<file path="src/rtl/lav_pkg.sv">
// ---------------------------------------------------------------------------
// lav_pkg
// Shared types and constants for the look-at view matrix block.
// ---------------------------------------------------------------------------
package lav_pkg;

  localparam int WORD_W        = 32;
  localparam int FRAC_BITS_DEF = 16;
  localparam int SQRT_STEPS    = 32;
  localparam int IN_DATA_W     = 9 * WORD_W;
  localparam int OUT_DATA_W    = 4 * WORD_W;
  localparam int OUT_USER_W    = 3;

  // op codes of the input item
  localparam logic OP_FORWARD = 1'b0;
  localparam logic OP_TARGET  = 1'b1;

  typedef logic signed [WORD_W-1:0] word_t;

  typedef struct packed {
    logic           op;
    word_t [2:0]    cam;
    word_t [2:0]    aim;
    word_t [2:0]    up;
  } item_t;

  typedef struct packed {
    word_t [2:0] r;
    word_t [2:0] u;
    word_t [2:0] f;
    word_t [2:0] t;
    logic        deg;
  } matrix_t;

  typedef struct packed {
    logic        done;
    logic        zero;
    word_t [2:0] v;
  } norm_res_t;

  typedef enum logic [2:0] {
    N_IDLE,
    N_SHIFT,
    N_SQ,
    N_SQRT,
    N_DLOAD,
    N_DIV
  } norm_state_t;

  typedef enum logic [3:0] {
    B_IDLE,
    B_FSTART,
    B_FWAIT,
    B_NEGF,
    B_CROSS,
    B_RSTART,
    B_RWAIT,
    B_DOT,
    B_TRANS,
    B_HAND
  } back_state_t;

endpackage

</file>
<file path="src/rtl/lav_emit.sv">
// ---------------------------------------------------------------------------
// lav_emit
// Output side: holds one finished matrix and sends it as four row beats.
// ---------------------------------------------------------------------------
module lav_emit #(
  parameter int FRAC_BITS = lav_pkg::FRAC_BITS_DEF
) (
  input  logic                           clk,
  input  logic                           rst,
  input  lav_pkg::matrix_t               mat,
  input  logic                           mat_valid,
  output logic                           mat_ready,
  output logic                           m_tvalid,
  input  logic                           m_tready,
  output logic [lav_pkg::OUT_DATA_W-1:0] m_tdata,  // entry_0, entry_1, entry_2, entry_3
  output logic [lav_pkg::OUT_USER_W-1:0] m_tuser,  // row_index[1:0], degenerate
  output logic                           m_tlast
);

  lav_pkg::matrix_t hold;
  logic             busy;
  logic [1:0]       row;
  lav_pkg::word_t   e0, e1, e2, e3;

  assign mat_ready = !busy;
  assign m_tvalid  = busy;
  assign m_tlast   = (row == 2'd3);
  assign m_tuser   = {hold.deg, row};
  assign m_tdata   = {e3, e2, e1, e0};

  // select the row
  always_comb begin
    unique case (row)
      2'd0: begin e0 = hold.r[0]; e1 = hold.r[1]; e2 = hold.r[2]; e3 = hold.t[0]; end
      2'd1: begin e0 = hold.u[0]; e1 = hold.u[1]; e2 = hold.u[2]; e3 = hold.t[1]; end
      2'd2: begin e0 = hold.f[0]; e1 = hold.f[1]; e2 = hold.f[2]; e3 = hold.t[2]; end
      default: begin
        e0 = '0;
        e1 = '0;
        e2 = '0;
        e3 = lav_pkg::word_t'(1) <<< FRAC_BITS;
      end
    endcase
  end

  always_ff @(posedge clk) begin
    if (mat_valid && !busy) hold <= mat;
  end

  // advance through the rows
  always_ff @(posedge clk) begin
    if (rst) begin
      busy <= 1'b0;
      row  <= 2'd0;
    end else if (!busy) begin
      if (mat_valid) begin
        busy <= 1'b1;
        row  <= 2'd0;
      end
    end else if (m_tready) begin
      row <= row + 2'd1;
      if (row == 2'd3) busy <= 1'b0;
    end
  end

endmodule

</file>
<file path="config.mk">
export PLATFORM = sky130hd
export DESIGN_NAME = lav_emit
export DESIGN_NICKNAME = d
export VERILOG_FILES = /design/src/rtl/lav_pkg.sv /design/src/rtl/lav_emit.sv
export SDC_FILE = /design/constraint.sdc
export NUM_CORES = 1
export LEC_CHECK = 0
export BUFFER_PORTS_ARGS = -buffer_cell sky130_fd_sc_hd__clkbuf_2
export CAP_MARGIN = 20
export CORE_AREA = 2 2 205 207
export DETAILED_ROUTE_END_ITERATION = 10
export DIE_AREA = 0 0 207 209
export PLACE_DENSITY_LB_ADDON = 0.15
export SLEW_MARGIN = 5
export SYNTH_ARGS = -nofsm -noshare
export SYNTH_HDL_FRONTEND = slang
export SYNTH_SLANG_ARGS = --single-unit
</file>
<file path="constraint.sdc">
create_clock -name clk -period 26.6 [get_ports clk]
set_input_delay 1.33 -clock clk [delete_from_list [all_inputs] [get_ports clk]]
set_output_delay 1.33 -clock clk [all_outputs]
set_load 0.01 [all_outputs]
</file>
==> run metrics <==
outcome=finished, final reports clean; die width=207 um; # setup viols final=0; maximum VDD drop=about 0.000050 V; initial antenna violation count=7; post-CTS setup buffers=0; Num CTS Buffers=44; crit path kind=flop to output port; total power=1.396 mW; post-synthesis mux area share=0.0008062; fin crit period=between 4 and 5 ns; drt first pass iters=7; unrepaired setup endpoints after global routing=no; initial drt markers=between 900 and 1,000; mean number of vias per cell=4.999; number of cells on the worst reg-to-reg path=5; antenna-violating nets left=0; Clock Latency Late Sink=approximately 0.55 ns; TritonCTS clock tree=yes; CTS clk-pin slew, worst paths=~0.060 ns; Hold WC Path Type=flop to flop; Crit Reg-Reg Startpoint=m_tvalid; total number of yosys warnings=0; hold_buf cts=0; Pleak=about 7.2 nW; library cells used by synthesis=19; DRC=0; DIE HEIGHT=between 200 and 250 um; Final GP Congestion=~0.8; io pins=around 520; top_reg_cell synth=edfxtp_1; port bufs=approximately 520; worst reg2reg path endpoint=hold[181]; ys async rst share=0; Fill cells=3,808; clk root buf=clkbuf_16; largest net degree at the start of global routing=90; EDFF count, synth=approximately 390; Hold Vio Cnt, Final=0; DIE AREA=between 40,000 and 50,000 um2; CTS resizes=0; MaxCap Viol Count=0; GRT Overall Usage=0.1775; period utilization=0.1812; Syn Inst Count=around 720; clock sinks=388; Area Overhead vs Synth=30.98%; vias in the first global route=between 9,000 and 10,000; power per cell area=about 76 nW/um2; Synth Area in Compound Gates=0.09361; Yosys reg bits=about 390; Slew Limit Fails=0; clk buf depth=3; FF-to-FF setup slack=approximately 23 ns; syn nets=1,110; DPL Wire Length=26,540 um; fraction of the mapped netlist area in adder cells=0.003583; min setup slack post-route=~22 ns; synthesized-area fraction occupied by xor and xnor cells=0; CP startpoint=row[0]; wire per inst=between 20 and 25 um; FP Rows=75; sequential area share after synthesis=0.8320; syn avg cell area=~19 um2; final core utilization=0.4431; crit path capture type=output port; FMAX=about 0.21 GHz; max_slew headroom=0.2886; largest family of logic cells by synthesized area=compound AO/OA/AOI/OAI gates; post-synthesis simple-gate area fraction=0.03655; Congestion Overflow GR=0; Initial Util=0.3383; crit path to=m_tdata[101]; pre-CTS WS=around 21 ns; first-pass GRT wire length=a little under 60,000 um; share of layout cells above drive strength 1=0.4666; Critical Path RT=25.27 ns; crit start category=flop; final setup TNS=0 ns; nets=between 1,500 and 2,000; Worst EP arrival=3.49 ns; Worst-Margin Slew=around 1.1 ns; Mapped Area=13,970 um2; clock skew=roughly 0.013 ns; final wirelength=~40,000 um; CTS H-Tree Depth=2; Crit Path Max Fanout=75; Core Box Area=around 41,000 um2; vias=around 9,100
==> final cells by class <==
type	instances	area [um2]	area share
diodes	3	7.507	0.0004104
clock buffers	60	1204	0.06580
clock inverters	19	131.4	0.007181
inverters	3	11.26	0.0006156
multi-input cells	269	1937	0.1059
flip-flops and latches	388	11620	0.6352
well taps	539	674.4	0.03686
repair buffers	532	2708	0.1480
==> sequential cells by signal, indices dropped and copies added, names as in the netlist <==
| signal | count |
|---|---|
| m_tvalid | 1 |
| hold | 384 |
| m_tuser | 1 |
| row | 2 |
==> cell families (layout without fill, tap and decap cells) <==
kind of cell / Yosys count / in the layout
other: 0 / 3
multiplexers: 1 / 1
flip-flops: 388 / 388
adder cells (fa/ha/maj): 4 / 4
AND/OR/NAND/NOR: 132 / 132
buffers and inverters: 60 / 614
AO/OA/AOI/OAI: 132 / 132
==> cells in the final DEF, fill, tap and decap left out <==
master,Yosys,routed
clkinv_1,0,10
buf_4,1,9
diode_2,0,3
bufinv_16,0,1
mux2_2,1,1
buf_16,0,1
a311oi_1,1,1
clkbuf_2,0,522
o31ai_1,2,2
edfxtp_1,385,385
inv_1,3,3
clkinv_4,0,1
dfxtp_1,3,3
or4bb_1,1,1
inv_6,0,1
clkbuf_16,0,46
nor2_1,128,128
a222oi_1,127,127
clkinv_8,0,1
clkbuf_1,6,14
a21oi_1,1,1
nand4b_1,1,1
ha_4,0,4
clkinv_2,0,3
clkinvlp_4,0,2
nor2b_4,0,1
nand2_1,1,1
a22oi_1,1,1
==> metal layers <==
layer / track usage / wire, um / up-vias
li1: - / - / 4090
met1: 0.2106 / 14800 / 4482
met2: 0.3020 / 20640 / 421
met3: 0.05831 / 3529 / 63
met4: 0.06404 / 1042 / 8
met5: 0 / 57 / -
==> synth_stat cells, types with 2 or more instances <==
library cell | count | area (um2)
ha_1 | 4 | 50.05
clkbuf_1 | 6 | 22.52
edfxtp_1 | 385 | 11560
a222oi_1 | 127 | 1271
inv_1 | 3 | 11.26
buf_2 | 22 | 110.1
nor2_1 | 128 | 480.5
buf_6 | 28 | 315.3
o31ai_1 | 2 | 15.01
dfxtp_1 | 3 | 60.06
==> critical path, cell delays in order (launching register included) <==
cell	delay [ns]
dfxtp_1	0.39
inv_1	0.21
ha_4	0.65
buf_4	0.82
a222oi_1	0.26
nor2_1	0.22
clkbuf_2	0.18
==> per-stage QoR <==
stage,cells,hold WS [ns],instance area [um2]
2_1_floorplan,717,0.5568,13970
4_1_cts,1809,0.6977,18260
3_3_place_gp,1730,0.6623,16920
6_report,1813,0.7047,18290
3_5_place_dp,1730,0.6788,16920
5_1_grt,1813,0.7369,18290
==> how the worst min path moves through the flow <==
stage	from	end	slack, ns	cells after the start
floorplan	row[1]	row[1]	0.56	2
global placement	m_tvalid	row[1]	0.66	2
detailed placement	m_tvalid	row[1]	0.68	2
CTS	m_tvalid	row[1]	0.70	2
global route	m_tvalid	row[1]	0.74	2
finish	m_tvalid	row[1]	0.70	2
==> power by group <==
part	switching (mW)	internal [mW]	leakage, nW	total (mW)
sequential	0.00901	0.714	3.69	0.723
combinational	0.0658	0.0482	2.88	0.114
clock	0.233	0.327	0.641	0.559
Power figures use the tool's default switching activity.
