## config.mk

```make
export PLATFORM = sky130hd
export DESIGN_NAME = lav_front
export DESIGN_NICKNAME = d
export VERILOG_FILES = /design/src/rtl/lav_pkg.sv /design/src/rtl/lav_front.sv
export SDC_FILE = /design/constraint.sdc
export NUM_CORES = 1
export LEC_CHECK = 0
export ABC_AREA = 1
export BUFFER_PORTS_ARGS = -buffer_cell sky130_fd_sc_hd__buf_2
export CORE_ASPECT_RATIO = 0.75
export CORE_UTILIZATION = 47
export DETAILED_ROUTE_END_ITERATION = 12
export PLACE_DENSITY = 0.76
export SLEW_MARGIN = 25
export SYNTH_ARGS = -nofsm -noshare
export SYNTH_HDL_FRONTEND = slang
export SYNTH_SLANG_ARGS = --single-unit
```

## constraint.sdc

```tcl
create_clock -name clk -period 17.5 [get_ports clk]
set_input_delay 3.5 -clock clk [delete_from_list [all_inputs] [get_ports clk]]
set_output_delay 3.5 -clock clk [all_outputs]
set_load 0.05 [all_outputs]
```

## src/rtl/lav_pkg.sv

```systemverilog
// ---------------------------------------------------------------------------
// lav_pkg
// Shared types and constants for the look-at view matrix block.
// ---------------------------------------------------------------------------
package lav_pkg;

  localparam int WORD_W        = 32;
  localparam int FRAC_BITS_DEF = 16;
  localparam int SQRT_STEPS    = 32;
  localparam int IN_DATA_W     = 9 * WORD_W;
  localparam int OUT_DATA_W    = 4 * WORD_W;
  localparam int OUT_USER_W    = 3;

  // op codes of the input item
  localparam logic OP_FORWARD = 1'b0;
  localparam logic OP_TARGET  = 1'b1;

  typedef logic signed [WORD_W-1:0] word_t;

  typedef struct packed {
    logic           op;
    word_t [2:0]    cam;
    word_t [2:0]    aim;
    word_t [2:0]    up;
  } item_t;

  typedef struct packed {
    word_t [2:0] r;
    word_t [2:0] u;
    word_t [2:0] f;
    word_t [2:0] t;
    logic        deg;
  } matrix_t;

  typedef struct packed {
    logic        done;
    logic        zero;
    word_t [2:0] v;
  } norm_res_t;

  typedef enum logic [2:0] {
    N_IDLE,
    N_SHIFT,
    N_SQ,
    N_SQRT,
    N_DLOAD,
    N_DIV
  } norm_state_t;

  typedef enum logic [3:0] {
    B_IDLE,
    B_FSTART,
    B_FWAIT,
    B_NEGF,
    B_CROSS,
    B_RSTART,
    B_RWAIT,
    B_DOT,
    B_TRANS,
    B_HAND
  } back_state_t;

endpackage

```

## src/rtl/lav_front.sv

```systemverilog
// ---------------------------------------------------------------------------
// lav_front
// Input side: accepts items into a two-entry queue and unpacks the fields.
// ---------------------------------------------------------------------------
module lav_front (
  input  logic                          clk,
  input  logic                          rst,
  input  logic                          s_tvalid,
  output logic                          s_tready,
  input  logic [lav_pkg::IN_DATA_W-1:0] s_tdata,  // camera x/y/z, aim x/y/z, up x/y/z
  input  logic                          s_tuser,  // op
  output lav_pkg::item_t                item,
  output logic                          item_valid,
  input  logic                          item_ready
);

  lav_pkg::item_t mem [2];
  lav_pkg::item_t in_item;
  logic           wp;
  logic           rp;
  logic [1:0]     count;
  logic           push;
  logic           pop;

  // unpack the beat
  always_comb begin
    in_item.op = s_tuser;
    for (int i = 0; i < 3; i++) begin
      in_item.cam[i] = s_tdata[i*lav_pkg::WORD_W +: lav_pkg::WORD_W];
      in_item.aim[i] = s_tdata[(3+i)*lav_pkg::WORD_W +: lav_pkg::WORD_W];
      in_item.up[i]  = s_tdata[(6+i)*lav_pkg::WORD_W +: lav_pkg::WORD_W];
    end
  end

  assign s_tready   = (count != 2'd2);
  assign push       = s_tvalid && s_tready;
  assign item_valid = (count != 2'd0);
  assign pop        = item_valid && item_ready;
  assign item       = mem[rp];

  // store entries
  always_ff @(posedge clk) begin
    if (push) begin
      mem[wp] <= in_item;
    end
  end

  // advance pointers and count
  always_ff @(posedge clk) begin
    if (rst) begin
      wp    <= 1'b0;
      rp    <= 1'b0;
      count <= 2'd0;
    end else begin
      if (push) wp <= ~wp;
      if (pop)  rp <= ~rp;
      count <= count + 2'(push) - 2'(pop);
    end
  end

endmodule

```

==> results.md <==
* CTS root buf: clkbuf_16
* Placer Congestion at roughly 0.8
* Post-CTS Setup Inserts at 0
* Dpl cells at 2126
* Max Clk Rate at 133 MHz
* Internal Power at 0.00292 W
* Slew margin rel. at 29.9%
* Die X-Extent at approximately 250 um
* Worst Skew at between 0.02 and 0.025 ns
* RSZ-0062 raised after global routing: false
* Post-synthesis simple-gate area fraction at 0.360%
* Final hold vios at 0
* Flop pwr share at 40.2%
* # clock sinks at 583
* Storage element area at 17500 um2
* Sum Neg Setup Slack at 0 ns
* Post-synth top cells: edfxtp_1 (578), mux2_4 (200), mux2_2 (89)
* Final instance area at 27300 um2
* Sequential share of the synthesized area at between 70% and 80%
* Worst path cell trace: buf_4 > buf_4 > mux2_2 > buf_2
* FP Rows at roughly 70
* Pre-CTS setup slack at around 11 ns
* Area post-placement at 25400 um2
* R2R cell count at 6
* Global route total overflow at 0
* Number of DRC markers in iteration 0 at roughly 620
* Status: completed
* Netlist cell types at 12
* Crit-path max FO at 56
* Die area at 47500 um2
* Post-CTS sizing at 0
* Top cell type's share of synthesized area at approximately four fifths
* Worst-path clk slew at ~0.070 ns
* Power, Total at around 0.0046 W
* Syn_area_per_cell at 23.4 um2
* Final worst slack at 10.00 ns
* Share of post-route cells with drive strength above 1 at 60.7%
* Cell area after synthesis at 21900 um2
* Top post-synthesis cells by area: edfxtp_1 (79%), mux2_4 (14%), mux2_2 (4.6%)
* Die H at 189 um
* Most frequent cell after synthesis: edfxtp_1
* Count of state elements after synthesis at 583
* Antenna viol nets, final at 0
* Mapped Nets at approximately 1200
* CP startpoint kind: flop
* Initial Utilization at 47.6%
* Nets at 1849
* Final setup viols at 0
* Net Switching at 0.00165 W
* Multi-input logic area at roughly 4100 um2
* Max_cap viols at 0
* Port bufs at roughly 580
* Max clock buf depth at 3
* # DRC at 0
* Required time of the worst setup path at between 10 and 15 ns
* Fin crit share at 42.8%
* Comb power frac at 33.9%
* Synth Area in Adders at 0.114%
* Vias in the first global route at 11143
* Cell count after synthesis at 936
* GRT Overall Usage at 18.3%
* Via count at 10978
* Clock group share of total power at 26.0%
* Post-Synth XOR/XNOR Area at 0%
* CTS tree: built
* HP Class: flop to flop
* Worst setup EP type: primary output
* IO Pins at 584
* Initial antenna violation count at 16
* Lkg Pwr at 10.6 nW
* Mean number of vias per cell at slightly below 5
* Ys Warns at 0
* Hold Buf Count CTS at 0
* H-tree levels at 2
* PD cells at roughly 170 nW/um2
* HPWL after DPL at 31.4 mm
* First-pass GRT wire length at 65.1 mm
* Final Critical Period at approximately 7.5 ns
* Compound-Gate Fraction of Synth Area at less than 1%
* Slew @ Worst Pin at 1.05 ns
* Worst skew pair latency at 0.58 ns
* First-pass DRT Iterations at 6
* Data arrival, critical path at roughly 4.0 ns
* Post-synthesis mux area share at between 10% and 20%
* Number of synthesized flops with an enable pin at 578
* Largest net degree at the start of global routing at roughly 140
* Fillers at between 3000 and 4000
* Final count of pins violating max slew at 0
* Sw Share at 36.1%
* Synth area leader: edfxtp_1
* Synth Flop Type: edfxtp_1
* Largest family of logic cells by synthesized area: multiplexers
* Total Wirelength at roughly 46 mm
* Core Region at 46000 um2
* WHS Path Cells at 2
* Routed len/inst at 20.5 um
* Post-route insts no fill at 2233
* Maximum VDD drop at around 180 uV
* Crit path kind: flop to primary output
* Area grow syn2layout at 24.5%
* Most frequent CP cell: buf_4
* Slowest CP cell: dfxtp_4
* Async S/R FF share, synth at 0%
* Num CTS Buffers at 54
* Max stage delay on crit path at 0.93 ns
==> cell usage in the layout, fill, tap and decap left out, types with 2 or more instances in the layout <==
master | synthesis | routed
a21oi_1 | 2 | 2
buf_16 | 0 | 2
buf_2 | 7 | 583
buf_4 | 0 | 7
bufinv_16 | 0 | 6
clkbuf_1 | 0 | 6
clkbuf_16 | 0 | 57
clkbuf_8 | 0 | 2
clkinv_1 | 0 | 9
clkinv_2 | 0 | 10
clkinv_4 | 0 | 2
clkinvlp_4 | 0 | 5
dfxtp_1 | 5 | 4
diode_2 | 0 | 6
edfxtp_1 | 578 | 578
ha_1 | 2 | 2
inv_1 | 8 | 7
inv_8 | 0 | 3
mux2_2 | 89 | 89
mux2_4 | 200 | 200
nand2_1 | 8 | 8
nand3_1 | 3 | 3
nor2_1 | 9 | 8
==> logic make-up (layout without fill, tap and decap cells) <==
logic type | Yosys count | after routing
adder cells (fa/ha/maj) | 2 | 2
AND/OR/NAND/NOR | 20 | 20
buffers and inverters | 40 | 701
AO/OA/AOI/OAI | 2 | 2
other | 0 | 6
multiplexers | 289 | 289
flip-flops | 583 | 583
==> layer usage <==
metal  up-vias  track usage, %  share of wire (%)
li1       4978               -                  -
met1      5408            20.8                 37
met2       457            31.9                 51
met3       115            6.43                8.6
met4        20            6.92                3.0
met5         -               0               0.29
==> registers in the layout, indices dropped and copies added, names as in the netlist, named ones only <==
name,flops
count,2
mem,578
rp,1
wp,1
==> worst max-delay path: cells and delay by family (launching register included) <==
kind,cells,cell delay [ns]
buf+inv,3,1.95
flops,1,0.93
mux,1,0.41
==> power by group through the flow <==
stage                     Combinational, W  Clock (W)  Sequential [W]
after global routing               0.00160    0.00126         0.00185
final                              0.00155    0.00119         0.00183
after floorplan                    0.00127          0         0.00191
after detailed placement           0.00155          0         0.00187
after global placement             0.00154          0         0.00186
after CTS                          0.00155    0.00121         0.00184
==> final timing paths <==
path,end,slack (ns),from
setup / recovery,item[52],10.00,flop
hold reg to reg,rp,0.53,rp
setup reg to reg,mem[0][190],14.33,count[0]
hold / removal,rp,0.53,rp
==> per-stage QoR <==
stage / utilization, % / hold slack [ns]
finish: 59.3 / 0.528
global route: 59.3 / 0.557
CTS: 59.2 / 0.525
detailed placement: 55.2 / 0.501
global placement: 55.2 / 0.484
floorplan: - / 0.467
==> layout make-up <==
| class | instances | area share, % |
|---|---|---|
| Multi-Input combinational cell | 313 | 15.1 |
| Antenna cell | 6 | 0.0550 |
| Clock buffer | 65 | 5.41 |
| Inverter | 8 | 0.137 |
| Tap cell | 630 | 2.89 |
| Sequential cell | 583 | 64.0 |
| Timing Repair Buffer | 594 | 11.2 |
| Clock inverter | 34 | 1.25 |
Note: power is estimated with default switching activity, not from simulation.
